**src/hdl/tmf_pkg.sv**
```systemverilog
`timescale 1ns / 1ps
package tmf_pkg;

  // fixed point formats of the conversion path
  localparam int Q_BITS        = 30;
  localparam int FIX_W         = 31;
  localparam int LOG_FRAC_BITS = 16;
  localparam int STEP_W        = 4;
  localparam int RAW_W         = 17;
  localparam int DIST_W        = 16;
  localparam int OFFSET_W      = 15;
  localparam int IP_W          = 5;
  localparam int TOO_LARGE_IP  = 17;

  // log2(5), log2(27726) and the exponent 1.2045, all in q16
  localparam int     LOG2_5_Q16 = 152170;
  localparam longint LOG2_K_Q16 = 967243;
  localparam int     EXPO_Q16   = 78938;
  localparam int     EXPO_W     = 18;

  typedef struct packed {
    logic insert;
    logic drop;
  } win_cmd_t;

  typedef struct packed {
    logic valid;
    logic take;
  } cell_flags_t;

  typedef struct packed {
    logic             too_large;
    logic [RAW_W-1:0] raw;
  } conv_res_t;

  function automatic logic [63:0] isqrt64(logic [63:0] v);
    logic [63:0] rem;
    logic [63:0] res;
    logic [63:0] bit_w;
    rem   = v;
    res   = '0;
    bit_w = 64'd1 << 62;
    for (int i = 0; i < 32; i++) begin
      if (bit_w > rem) begin
        bit_w = bit_w >> 2;
      end
    end
    for (int i = 0; i < 32; i++) begin
      if (bit_w != '0) begin
        if (rem >= res + bit_w) begin
          rem = rem - (res + bit_w);
          res = (res >> 1) + bit_w;
        end else begin
          res = res >> 1;
        end
        bit_w = bit_w >> 2;
      end
    end
    return res;
  endfunction

  // 2^(2^-k) in q30, each root taken from the one before it
  function automatic logic [FIX_W-1:0] exp_root(int k);
    logic [63:0] c;
    c = 64'd2 << Q_BITS;
    for (int j = 1; j <= k; j++) begin
      c = isqrt64(c << Q_BITS);
    end
    return c[FIX_W-1:0];
  endfunction

  localparam logic [FIX_W-1:0] EXP_ROOT [LOG_FRAC_BITS] = '{
    exp_root(1),  exp_root(2),  exp_root(3),  exp_root(4),
    exp_root(5),  exp_root(6),  exp_root(7),  exp_root(8),
    exp_root(9),  exp_root(10), exp_root(11), exp_root(12),
    exp_root(13), exp_root(14), exp_root(15), exp_root(16)
  };

endpackage

```
**src/hdl/tmf_if.sv**
```systemverilog
`timescale 1ns / 1ps
interface tmf_sample_if #(
  parameter int SAMPLE_BITS = 12
);
  logic                   valid;
  logic                   ready;
  logic [SAMPLE_BITS-1:0] sample_code;

  modport source (output valid, output sample_code, input ready);
  modport sink (input valid, input sample_code, output ready);
endinterface

interface tmf_result_if;
  logic                        valid;
  logic                        ready;
  logic [tmf_pkg::DIST_W-1:0]  distance;
  logic                        clamped;

  modport source (output valid, output distance, output clamped, input ready);
  modport sink (input valid, input distance, input clamped, output ready);
endinterface

```
**src/hdl/tmf_cell.sv**
```systemverilog
`timescale 1ns / 1ps
module tmf_cell #(
  parameter int SAMPLE_BITS = 12
) (
  input  logic                   clk_i,
  input  logic                   rst_ni,
  input  tmf_pkg::win_cmd_t      cmd_i,
  input  logic [SAMPLE_BITS-1:0] sample_i,
  input  tmf_pkg::cell_flags_t   left_flags_i,
  input  logic [SAMPLE_BITS-1:0] left_value_i,
  input  logic                   right_valid_i,
  input  logic [SAMPLE_BITS-1:0] right_value_i,
  output tmf_pkg::cell_flags_t   flags_o,
  output logic [SAMPLE_BITS-1:0] value_o
);

  logic                   valid_q, valid_d;
  logic [SAMPLE_BITS-1:0] value_q, value_d;
  logic                   take;

  // new sample belongs here or further left
  assign take = !valid_q || (sample_i < value_q);

  always_comb begin
    valid_d = valid_q;
    value_d = value_q;
    if (cmd_i.drop) begin
      valid_d = right_valid_i;
      value_d = right_value_i;
    end else if (cmd_i.insert) begin
      if (left_flags_i.take) begin
        valid_d = left_flags_i.valid;
        value_d = left_value_i;
      end else if (take) begin
        valid_d = 1'b1;
        value_d = sample_i;
      end
    end
  end

  always_ff @(posedge clk_i or negedge rst_ni) begin
    if (!rst_ni) begin
      valid_q <= 1'b0;
    end else begin
      valid_q <= valid_d;
    end
  end

  always_ff @(posedge clk_i) begin
    value_q <= value_d;
  end

  assign flags_o.valid = valid_q;
  assign flags_o.take  = take;
  assign value_o       = value_q;

endmodule

```
**src/hdl/tmf_window.sv**
```systemverilog
`timescale 1ns / 1ps
module tmf_window #(
  parameter int WINDOW      = 8,
  parameter int SAMPLE_BITS = 12,
  parameter int SUM_W       = SAMPLE_BITS + $clog2(WINDOW)
) (
  input  logic                   clk_i,
  input  logic                   rst_ni,
  input  tmf_pkg::win_cmd_t      cmd_i,
  input  logic [SAMPLE_BITS-1:0] sample_i,
  output logic                   last_o,
  output logic [SUM_W-1:0]       mid_sum_o
);

  localparam int CNT_W = $clog2(WINDOW + 1);

  logic [CNT_W-1:0]       count_q, count_d;
  logic [SUM_W-1:0]       total_q, total_d;
  logic [SUM_W-1:0]       mid_sum;
  logic [SAMPLE_BITS-1:0] value [WINDOW];
  tmf_pkg::cell_flags_t   flags [WINDOW];

  // sorted chain, smallest value in cell 0
  for (genvar i = 0; i < WINDOW; i++) begin : g_cell
    tmf_pkg::cell_flags_t   left_flags;
    logic [SAMPLE_BITS-1:0] left_value;
    logic                   right_valid;
    logic [SAMPLE_BITS-1:0] right_value;

    if (i == 0) begin : g_first
      assign left_flags = '0;
      assign left_value = '0;
    end else begin : g_inner
      assign left_flags = flags[i-1];
      assign left_value = value[i-1];
    end

    // the two top cells empty on a drop: that removes the maximum
    if (i >= WINDOW - 2) begin : g_top
      assign right_valid = 1'b0;
      assign right_value = '0;
    end else begin : g_below
      assign right_valid = flags[i+1].valid;
      assign right_value = value[i+1];
    end

    tmf_cell #(
      .SAMPLE_BITS(SAMPLE_BITS)
    ) u_cell (
      .clk_i         (clk_i),
      .rst_ni        (rst_ni),
      .cmd_i         (cmd_i),
      .sample_i      (sample_i),
      .left_flags_i  (left_flags),
      .left_value_i  (left_value),
      .right_valid_i (right_valid),
      .right_value_i (right_value),
      .flags_o       (flags[i]),
      .value_o       (value[i])
    );
  end

  assign mid_sum = total_q - SUM_W'(value[0]) - SUM_W'(value[WINDOW-1]);

  always_comb begin
    count_d = count_q;
    total_d = total_q;
    if (cmd_i.drop) begin
      count_d = CNT_W'(WINDOW - 2);
      total_d = mid_sum;
    end else if (cmd_i.insert) begin
      count_d = count_q + 1'b1;
      total_d = total_q + SUM_W'(sample_i);
    end
  end

  always_ff @(posedge clk_i or negedge rst_ni) begin
    if (!rst_ni) begin
      count_q <= '0;
      total_q <= '0;
    end else begin
      count_q <= count_d;
      total_q <= total_d;
    end
  end

  assign last_o    = (count_q == CNT_W'(WINDOW - 1));
  assign mid_sum_o = mid_sum;

`ifndef SYNTH
  for (genvar i = 0; i < WINDOW - 1; i++) begin : g_chk
    a_sorted: assert property (@(posedge clk_i) disable iff (!rst_ni)
      flags[i+1].valid |-> value[i] <= value[i+1])
      else $error("window cells out of order");
    a_packed: assert property (@(posedge clk_i) disable iff (!rst_ni)
      flags[i+1].valid |-> flags[i].valid)
      else $error("gap in window cells");
  end
  a_drop_full: assert property (@(posedge clk_i) disable iff (!rst_ni)
    cmd_i.drop |-> count_q == CNT_W'(WINDOW) && !cmd_i.insert)
    else $error("drop on a window that is not full");
`endif

endmodule

```
**src/hdl/tmf_conv.sv**
```systemverilog
`timescale 1ns / 1ps
module tmf_conv #(
  parameter int SAMPLE_BITS = 12
) (
  input  logic                   clk_i,
  input  logic                   rst_ni,
  input  logic                   start_i,
  input  logic [SAMPLE_BITS-1:0] mean_i,
  output logic                   done_o,
  output tmf_pkg::conv_res_t     res_o
);

  localparam int NB     = $clog2(SAMPLE_BITS);
  localparam int L_W    = NB + tmf_pkg::LOG_FRAC_BITS;
  localparam int T_W    = L_W + 2;
  localparam int P_W    = T_W + tmf_pkg::EXPO_W;
  localparam int E_W    = P_W + 1;
  localparam int T_BIAS = tmf_pkg::LOG2_5_Q16 - SAMPLE_BITS * 65536;
  localparam longint K_SCALED = tmf_pkg::LOG2_K_Q16 * 65536;
  localparam int FW     = tmf_pkg::FIX_W;
  localparam int SW     = tmf_pkg::STEP_W;
  localparam int LFB    = tmf_pkg::LOG_FRAC_BITS;

  localparam logic [2:0] C_IDLE = 3'd0;
  localparam logic [2:0] C_LOG  = 3'd1;
  localparam logic [2:0] C_TMUL = 3'd2;
  localparam logic [2:0] C_ESUB = 3'd3;
  localparam logic [2:0] C_EXP  = 3'd4;
  localparam logic [2:0] C_DONE = 3'd5;

  logic [2:0]                     state_q, state_d;
  logic [SW-1:0]                  step_q, step_d;
  logic [NB-1:0]                  n_q, n_d, n_enc;
  logic [LFB-1:0]                 frac_q, frac_d;
  logic [FW-1:0]                  acc_q, acc_d;
  logic signed [P_W-1:0]          prod_q, prod_d;
  logic [tmf_pkg::IP_W-1:0]       ip_q, ip_d;
  logic                           too_large_q, too_large_d;
  logic [FW-1:0]                  mul_b;
  logic [2*FW-1:0]                mul_full;
  logic [FW:0]                    sq;
  logic signed [T_W-1:0]          t;
  logic signed [E_W-1:0]          eq;
  logic [E_W-33:0]                ip_wide;

  // leading one of the mean code
  always_comb begin
    n_enc = '0;
    for (int i = 1; i < SAMPLE_BITS; i++) begin
      if (mean_i[i]) begin
        n_enc = NB'(i);
      end
    end
  end

  // one shared 31x31 multiplier: squaring for log2, root products for 2^f
  assign mul_b    = (state_q == C_EXP) ? tmf_pkg::EXP_ROOT[step_q] : acc_q;
  assign mul_full = (2*FW)'(acc_q) * (2*FW)'(mul_b);
  assign sq       = mul_full[2*FW-1:tmf_pkg::Q_BITS];

  assign t  = $signed({2'b00, n_q, frac_q}) + $signed(T_W'(T_BIAS));
  assign eq = $signed(E_W'(K_SCALED)) - $signed({prod_q[P_W-1], prod_q});
  assign ip_wide = eq[E_W-1:32];

  always_comb begin
    state_d     = state_q;
    step_d      = step_q;
    n_d         = n_q;
    frac_d      = frac_q;
    acc_d       = acc_q;
    prod_d      = prod_q;
    ip_d        = ip_q;
    too_large_d = too_large_q;
    case (state_q)
      C_IDLE: begin
        if (start_i) begin
          n_d     = n_enc;
          acc_d   = FW'(mean_i) << (5'(tmf_pkg::Q_BITS) - 5'(n_enc));
          frac_d  = '0;
          step_d  = '0;
          state_d = C_LOG;
        end
      end
      C_LOG: begin
        if (sq[FW]) begin
          acc_d  = sq[FW:1];
          frac_d = {frac_q[LFB-2:0], 1'b1};
        end else begin
          acc_d  = sq[FW-1:0];
          frac_d = {frac_q[LFB-2:0], 1'b0};
        end
        step_d = step_q + 1'b1;
        if (step_q == SW'(LFB - 1)) begin
          state_d = C_TMUL;
        end
      end
      C_TMUL: begin
        prod_d  = t * $signed(tmf_pkg::EXPO_W'(tmf_pkg::EXPO_Q16));
        state_d = C_ESUB;
      end
      C_ESUB: begin
        if (eq[E_W-1]) begin
          // negative exponent floors at zero
          too_large_d = 1'b0;
          ip_d        = '0;
          frac_d      = '0;
        end else begin
          too_large_d = (ip_wide >= (E_W-32)'(tmf_pkg::TOO_LARGE_IP));
          ip_d        = eq[32 +: tmf_pkg::IP_W];
          frac_d      = eq[16 +: LFB];
        end
        acc_d   = FW'(1) << tmf_pkg::Q_BITS;
        step_d  = '0;
        state_d = (!eq[E_W-1] && ip_wide >= (E_W-32)'(tmf_pkg::TOO_LARGE_IP))
                  ? C_DONE : C_EXP;
      end
      C_EXP: begin
        if (frac_q[LFB-1]) begin
          acc_d = sq[FW-1:0];
        end
        frac_d = {frac_q[LFB-2:0], 1'b0};
        step_d = step_q + 1'b1;
        if (step_q == SW'(LFB - 1)) begin
          state_d = C_DONE;
        end
      end
      C_DONE: begin
        state_d = C_IDLE;
      end
      default: begin
        state_d = C_IDLE;
      end
    endcase
  end

  always_ff @(posedge clk_i or negedge rst_ni) begin
    if (!rst_ni) begin
      state_q <= C_IDLE;
    end else begin
      state_q <= state_d;
    end
  end

  always_ff @(posedge clk_i) begin
    step_q      <= step_d;
    n_q         <= n_d;
    frac_q      <= frac_d;
    acc_q       <= acc_d;
    prod_q      <= prod_d;
    ip_q        <= ip_d;
    too_large_q <= too_large_d;
  end

  assign done_o          = (state_q == C_DONE);
  assign res_o.too_large = too_large_q;
  assign res_o.raw       = tmf_pkg::RAW_W'(acc_q >> (5'(tmf_pkg::Q_BITS) - ip_q));

endmodule

```
**src/hdl/trimmed_mean_ir_range_filter.sv**
```systemverilog
`timescale 1ns / 1ps
// a request that does not complete the window is taken and gives no result; one that
// completes it runs drop, multiply, correct and start, then the conversion, a 16-step log2
// and a 16-step 2^f loop on one shared multiplier (skipped for a zero mean code, the 2^f
// loop skipped when the distance is out of range); ready stays low meanwhile
// reset: asynchronous active low, clears the window to empty and the offset to zero
module trimmed_mean_ir_range_filter #(
  parameter int WINDOW      = 8,
  parameter int SAMPLE_BITS = 12
) (
  input  logic                           clk_i,
  input  logic                           rst_ni,
  tmf_sample_if.sink                     sample_i,
  tmf_result_if.source                   result_o,
  input  logic                           cfg_we_i,
  input  logic [tmf_pkg::OFFSET_W-1:0]   cfg_wdata_i
);

  // trimmed mean divides by the count of middle values
  localparam int DIV     = WINDOW - 2;
  localparam int SUM_W   = SAMPLE_BITS + $clog2(WINDOW);
  localparam int RECIP_S = SUM_W;
  localparam int RECIP   = (2 ** RECIP_S) / DIV;
  localparam int QP_W    = SUM_W + RECIP_S;
  localparam int CHK_W   = SUM_W + 1;
  localparam int S_W     = tmf_pkg::RAW_W + 2;
  localparam int DW      = tmf_pkg::DIST_W;

  localparam logic [2:0] T_IDLE  = 3'd0;
  localparam logic [2:0] T_DROP  = 3'd1;
  localparam logic [2:0] T_MUL   = 3'd2;
  localparam logic [2:0] T_CORR  = 3'd3;
  localparam logic [2:0] T_START = 3'd4;
  localparam logic [2:0] T_WAIT  = 3'd5;
  localparam logic [2:0] T_FIN   = 3'd6;

  logic [2:0]                       state_q, state_d;
  logic [SUM_W-1:0]                 sum_q, sum_d;
  logic [QP_W-1:0]                  qprod_q, qprod_d;
  logic [SAMPLE_BITS-1:0]           mean_q, mean_d;
  tmf_pkg::conv_res_t               conv_q, conv_d;
  logic [tmf_pkg::OFFSET_W-1:0]     offset_q;
  logic                             out_valid_q, out_valid_d;
  logic [DW-1:0]                    out_dist_q, out_dist_d;
  logic                             out_clamp_q, out_clamp_d;

  tmf_pkg::win_cmd_t                win_cmd;
  logic                             win_last;
  logic [SUM_W-1:0]                 win_mid_sum;
  logic                             accept;
  logic                             conv_start;
  logic                             conv_done;
  tmf_pkg::conv_res_t               conv_res;
  logic [SAMPLE_BITS-1:0]           q_est;
  logic [SUM_W-1:0]                 q_rem;
  logic signed [S_W-1:0]            dist_sum;
  logic                             out_free;

  // requests are taken only while no window result is in flight
  assign sample_i.ready = (state_q == T_IDLE);
  assign accept         = sample_i.valid && sample_i.ready;

  assign win_cmd.insert = accept;
  assign win_cmd.drop   = (state_q == T_DROP);

  // sorted window, keeps its sum so the middle sum needs two subtracts
  tmf_window #(
    .WINDOW      (WINDOW),
    .SAMPLE_BITS (SAMPLE_BITS),
    .SUM_W       (SUM_W)
  ) u_window (
    .clk_i     (clk_i),
    .rst_ni    (rst_ni),
    .cmd_i     (win_cmd),
    .sample_i  (sample_i.sample_code),
    .last_o    (win_last),
    .mid_sum_o (win_mid_sum)
  );

  // voltage code to distance: log2, scale by the exponent, then 2^x
  assign conv_start = (state_q == T_START) && (mean_q != '0);

  tmf_conv #(
    .SAMPLE_BITS (SAMPLE_BITS)
  ) u_conv (
    .clk_i   (clk_i),
    .rst_ni  (rst_ni),
    .start_i (conv_start),
    .mean_i  (mean_q),
    .done_o  (conv_done),
    .res_o   (conv_res)
  );

  // floor division by a constant: reciprocal estimate is low by at most one
  assign q_est = SAMPLE_BITS'(qprod_q >> RECIP_S);
  assign q_rem = sum_q - SUM_W'(SUM_W'(q_est) * SUM_W'(DIV));

  // offset is sign extended and added to the raw distance
  assign dist_sum = $signed({2'b00, conv_q.raw})
                  + $signed({{(S_W - tmf_pkg::OFFSET_W){offset_q[tmf_pkg::OFFSET_W-1]}},
                             offset_q});

  // the output register frees up in the cycle its result is taken
  assign out_free = !out_valid_q || result_o.ready;

  always_comb begin
    state_d     = state_q;
    sum_d       = sum_q;
    qprod_d     = qprod_q;
    mean_d      = mean_q;
    conv_d      = conv_q;
    out_valid_d = out_valid_q;
    out_dist_d  = out_dist_q;
    out_clamp_d = out_clamp_q;

    if (out_valid_q && result_o.ready) begin
      out_valid_d = 1'b0;
    end

    case (state_q)
      T_IDLE: begin
        // the request that fills the last slot starts the reduction
        if (accept && win_last) begin
          state_d = T_DROP;
        end
      end
      T_DROP: begin
        // window drops its min and max as the middle sum is taken
        sum_d   = win_mid_sum;
        state_d = T_MUL;
      end
      T_MUL: begin
        qprod_d = QP_W'(sum_q) * QP_W'(RECIP);
        state_d = T_CORR;
      end
      T_CORR: begin
        mean_d  = (q_rem >= SUM_W'(DIV)) ? q_est + 1'b1 : q_est;
        state_d = T_START;
      end
      T_START: begin
        if (mean_q == '0) begin
          // zero volts reads as infinitely far
          conv_d.too_large = 1'b1;
          conv_d.raw       = '0;
          state_d          = T_FIN;
        end else begin
          state_d = T_WAIT;
        end
      end
      T_WAIT: begin
        if (conv_done) begin
          conv_d  = conv_res;
          state_d = T_FIN;
        end
      end
      T_FIN: begin
        if (out_free) begin
          out_valid_d = 1'b1;
          if (conv_q.too_large) begin
            out_dist_d  = '1;
            out_clamp_d = 1'b1;
          end else if (dist_sum < 0) begin
            out_dist_d  = '0;
            out_clamp_d = 1'b1;
          end else if (dist_sum > $signed(S_W'({DW{1'b1}}))) begin
            out_dist_d  = '1;
            out_clamp_d = 1'b1;
          end else begin
            out_dist_d  = dist_sum[DW-1:0];
            out_clamp_d = 1'b0;
          end
          state_d = T_IDLE;
        end
      end
      default: begin
        state_d = T_IDLE;
      end
    endcase
  end

  always_ff @(posedge clk_i or negedge rst_ni) begin
    if (!rst_ni) begin
      state_q     <= T_IDLE;
      out_valid_q <= 1'b0;
      offset_q    <= '0;
    end else begin
      state_q     <= state_d;
      out_valid_q <= out_valid_d;
      if (cfg_we_i) begin
        offset_q <= cfg_wdata_i;
      end
    end
  end

  always_ff @(posedge clk_i) begin
    sum_q       <= sum_d;
    qprod_q     <= qprod_d;
    mean_q      <= mean_d;
    conv_q      <= conv_d;
    out_dist_q  <= out_dist_d;
    out_clamp_q <= out_clamp_d;
  end

  assign result_o.valid    = out_valid_q;
  assign result_o.distance = out_dist_q;
  assign result_o.clamped  = out_clamp_q;

`ifndef SYNTH
  a_mean_floor: assert property (@(posedge clk_i) disable iff (!rst_ni)
    state_q == T_START |->
      CHK_W'(mean_q) * CHK_W'(DIV) <= CHK_W'(sum_q) &&
      CHK_W'(sum_q) < (CHK_W'(mean_q) + 1'b1) * CHK_W'(DIV))
    else $error("trimmed mean is not the floor quotient");
  a_done_waiting: assert property (@(posedge clk_i) disable iff (!rst_ni)
    conv_done |-> state_q == T_WAIT)
    else $error("conversion finished with no mean pending");
  a_clamp_ends: assert property (@(posedge clk_i) disable iff (!rst_ni)
    result_o.valid && result_o.clamped |->
      result_o.distance == '0 || result_o.distance == '1)
    else $error("clamped distance not at a range end");
`endif

endmodule

```
**src/flat_wrapper.sv**
```systemverilog
// flat-port wrapper written by rule: the top's interface ports become plain ports
module trimmed_mean_ir_range_filter_flat 
#(
  parameter int WINDOW      = 8,
  parameter int SAMPLE_BITS = 12
)
  (clk_i, rst_ni, cfg_we_i, cfg_wdata_i, sample_i_valid, sample_i_sample_code, sample_i_ready, result_o_valid, result_o_distance, result_o_clamped, result_o_ready);
  tmf_sample_if #(.SAMPLE_BITS(SAMPLE_BITS)) sample_i_i ();
  tmf_result_if result_o_i ();
  input  logic clk_i;
  input  logic rst_ni;
  input  logic cfg_we_i;
  input  logic [tmf_pkg::OFFSET_W-1:0] cfg_wdata_i;
  input wire logic [$bits(sample_i_i.valid)-1:0] sample_i_valid;
  input wire logic [$bits(sample_i_i.sample_code)-1:0] sample_i_sample_code;
  output wire logic [$bits(sample_i_i.ready)-1:0] sample_i_ready;
  output wire logic [$bits(result_o_i.valid)-1:0] result_o_valid;
  output wire logic [$bits(result_o_i.distance)-1:0] result_o_distance;
  output wire logic [$bits(result_o_i.clamped)-1:0] result_o_clamped;
  input wire logic [$bits(result_o_i.ready)-1:0] result_o_ready;
  assign sample_i_i.valid = sample_i_valid;
  assign sample_i_i.sample_code = sample_i_sample_code;
  assign sample_i_ready = sample_i_i.ready;
  assign result_o_valid = result_o_i.valid;
  assign result_o_distance = result_o_i.distance;
  assign result_o_clamped = result_o_i.clamped;
  assign result_o_i.ready = result_o_ready;
  trimmed_mean_ir_range_filter #(.WINDOW(WINDOW), .SAMPLE_BITS(SAMPLE_BITS)) u_core (.clk_i(clk_i), .rst_ni(rst_ni), .sample_i(sample_i_i), .result_o(result_o_i), .cfg_we_i(cfg_we_i), .cfg_wdata_i(cfg_wdata_i));
endmodule
```
**config.mk**
```make
export PLATFORM = sky130hd
export DESIGN_NAME = trimmed_mean_ir_range_filter_flat
export DESIGN_NICKNAME = d
export VERILOG_FILES = /design/src/hdl/tmf_pkg.sv /design/src/hdl/tmf_if.sv /design/src/hdl/tmf_cell.sv /design/src/hdl/tmf_window.sv /design/src/hdl/tmf_conv.sv /design/src/hdl/trimmed_mean_ir_range_filter.sv /design/src/flat_wrapper.sv
export SDC_FILE = /design/constraint.sdc
export NUM_CORES = 2
export LEC_CHECK = 0
export BUFFER_PORTS_ARGS = -buffer_cell sky130_fd_sc_hd__buf_4
export CAP_MARGIN = 20
export CORE_AREA = 3 3 315 379
export DETAILED_ROUTE_END_ITERATION = 8
export DIE_AREA = 0 0 318 382
export PLACE_DENSITY = 0.69
export SETUP_SLACK_MARGIN = 0.05
export SYNTH_ARGS = -nofsm -noshare
export SYNTH_HDL_FRONTEND = slang
export SYNTH_HIERARCHICAL = 1
export SYNTH_SLANG_ARGS = --single-unit
export TNS_END_PERCENT = 10
```
**constraint.sdc**
```tcl
create_clock -name clk_i -period 19.06 [get_ports clk_i]
set_input_delay 3.812 -clock clk_i [delete_from_list [all_inputs] [get_ports clk_i]]
set_output_delay 3.812 -clock clk_i [all_outputs]
set_load 0.03 [all_outputs]
```
==> reports/results.tsv <==
stage	metric	value	unit
place	gpl congestion	0.953	
floorplan	Initial Util	0.549	
floorplan	die area	121000	um2
synth	instance count of the mapped netlist	6923	
global_routing	vias in the first global route	51800	
floorplan	row count	137	
clock_network	clk slew on worst S/H paths	70	ps
timing	Max Clock Freq	0.0892	GHz
clock_network	PostCTS Resize Cnt	0	
global_routing	most used routing layer	met2	
setup_path	Worst setup SP type	flop	
clock_network	worst skew pair latency	540	ps
clock_network	TritonCTS Buffers	35	
finish	area occupied by registers	9330	um2
setup_path	Critical Path Max Stage Delay	1000	ps
clock_network	root buffer cell	clkbuf_16	
floorplan	Die Wd	318	um
clock_network	setup bufs post-CTS	0	
setup_path	Worst path most repeated cell	fa_1	
drt	TritonRoute pass-1 iters	5	
drt	routed vias/inst	5.76	
setup_path	Critical Path RT	19280	ps
run	max cap viols	0	
clock_network	H-tree level count	2	
global_routing	met1 Use GR	0.366	
timing	Final TNS setup	0	ps
finish	layout cells sized above 1	0.0480	
drt	DR WL/cell	20.8	um
setup_path	CP Class	flop to flop	
global_routing	met2 Use GR	0.504	
setup_path	Worst EP arrival	11430	ps
timing	final hold viol count	0	
finish	multi-input logic area	48200	um2
setup_path	CP max FO	63	
clock_network	hold buffers post-CTS	0	
drt	via count	48300	
place	Port Buf Inserts	50	
min_path	Hold/Removal Path Class	flop to flop	
global_routing	met3 Use GR	0.0374	
finish	# nets final	8540	
finish	most frequent cells in the layout	inv_1 (1372), fa_1 (1032), nand2_1 (802), ha_1 (652), and2_1 (406)	
drt	initial DRC count	3466	
outcome	outcome	complete, no violations	
timing	Tmin final	11210	ps
floorplan	core box area	116000	um2
finish	Layout area overhead	5.00	%
drt	Total Wirelength	174000	um
global_routing	pin count of the biggest net entering global routing	100	
setup_path	CP Capture Type	flop	
global_routing	initial antenna violation count	2	
timing	Max-Slew Margin vs Limit	0.144	
synth	Synth Cell Area	63700	um2
clock_network	TritonCTS clock tree	yes	
global_routing	gr ovfl total	0	
finish	most common cell after layout, fill and taps aside	inv_1	
timing	Final setup viols	0	
synth	YS warnings	6	
floorplan	die height	382	um
timing	final period utilization	0.588	
finish	fill count	10100	
setup_path	Slowest cell on crit path	a221oi_1	
place	DP HPWL	130000	um
global_routing	gr usage total	0.293	
timing	Worst Max-Slew Pin Slew	1280	ps
timing	Clock Skews	14.8	ps
clock_network	CTS Buffer Depth	3	
synth	synthesized area per cell	9.20	um2
global_routing	first-pass GRT wire length	283000	um
drt	Final ANT Viol Nets	0	
drt	DRC violation count after routing	0	
floorplan	I/O pins	51	
timing	RSZ-0062 raised after global routing	no	
clock_network	clk sinks	319	
timing	Slew Limit Fails	0	
[through the flow]
step	instances	hold slack, ps	instance area [um2]	setup slack, ps	utilization
after floorplan	6962	461	63800	10230	-
after global routing	8380	525	66900	7290	0.576
after CTS	8374	501	66800	8020	0.576
final	8381	498	66900	7850	0.576
after detailed placement	8311	488	65700	8040	0.566
after global placement	8310	480	65700	8210	0.566
[worst max-delay path, delay by kind of cell (launching register included)]
family                     cells  cell delay, ps
adders and majority gates      9            4450
AOI/OAI and AO/OA              6            2680
and+or+nand+nor                7            1860
buffers and inverters          6            1150
DFF                            1             660
[sequential cells by signal, indices dropped and copies added (netlist names), 4 cells and up]
name	cells
u_core/u_window/g_cell.u_cell/value_o	96
u_core/sum_q	15
u_core/u_window/total_q	15
u_core/u_conv/n_q	4
u_core/mean_q	12
u_core/u_conv/ip_q	5
u_core/u_conv/acc_q	31
u_core/u_conv/frac_q	16
u_core/conv_q	18
u_core/u_conv/step_q	4
u_core/result_o.distance	16
u_core/qprod_q	12
u_core/u_window/count_q	4
u_core/u_window/g_cell.u_cell/valid_q	8
u_core/u_conv/prod_q	39
u_core/offset_q	15
[worst paths after layout]
| check | end | cells after the start | start | slack (ps) |
|---|---|---|---|---|
| setup / recovery | u_core/u_conv/acc_q[30] | 28 | u_core/u_conv/state_q[1] | 7850 |
| hold / removal | u_core/u_window/total_q[14] | 1 | u_core/u_window/total_q[14] | 500 |
| setup reg to reg | u_core/u_conv/acc_q[30] | 28 | u_core/u_conv/state_q[1] | 7850 |
| hold reg to reg | u_core/u_window/total_q[14] | 1 | u_core/u_window/total_q[14] | 500 |
| max in group asynchronous | u_core/u_window/count_q[1] | 1 | rst_ni | 15200 |
| min in group asynchronous | u_core/u_window/g_cell[4].u_cell/valid_q | 1 | rst_ni | 3360 |
[cell type report]
| type | count | area share |
|---|---|---|
| Antenna cell | 2 | 0.0000748 |
| Timing Repair Buffer | 152 | 0.0176 |
| Inverter | 1375 | 0.0772 |
| Clock buffer | 45 | 0.0140 |
| Clock inverter | 18 | 0.00221 |
| Multi-Input combinational cell | 4941 | 0.721 |
| Sequential cell | 319 | 0.140 |
| Tap cell | 1529 | 0.0286 |
[layer usage]
metal,up-vias,wire length (um)
met5,-,0
met4,0,10600
met3,534,11700
met2,1834,85200
met1,24200,66800
li1,21700,-
Power is not shown: default switching activity piles up to over one toggle a cycle in this logic, so the estimate is an artifact.
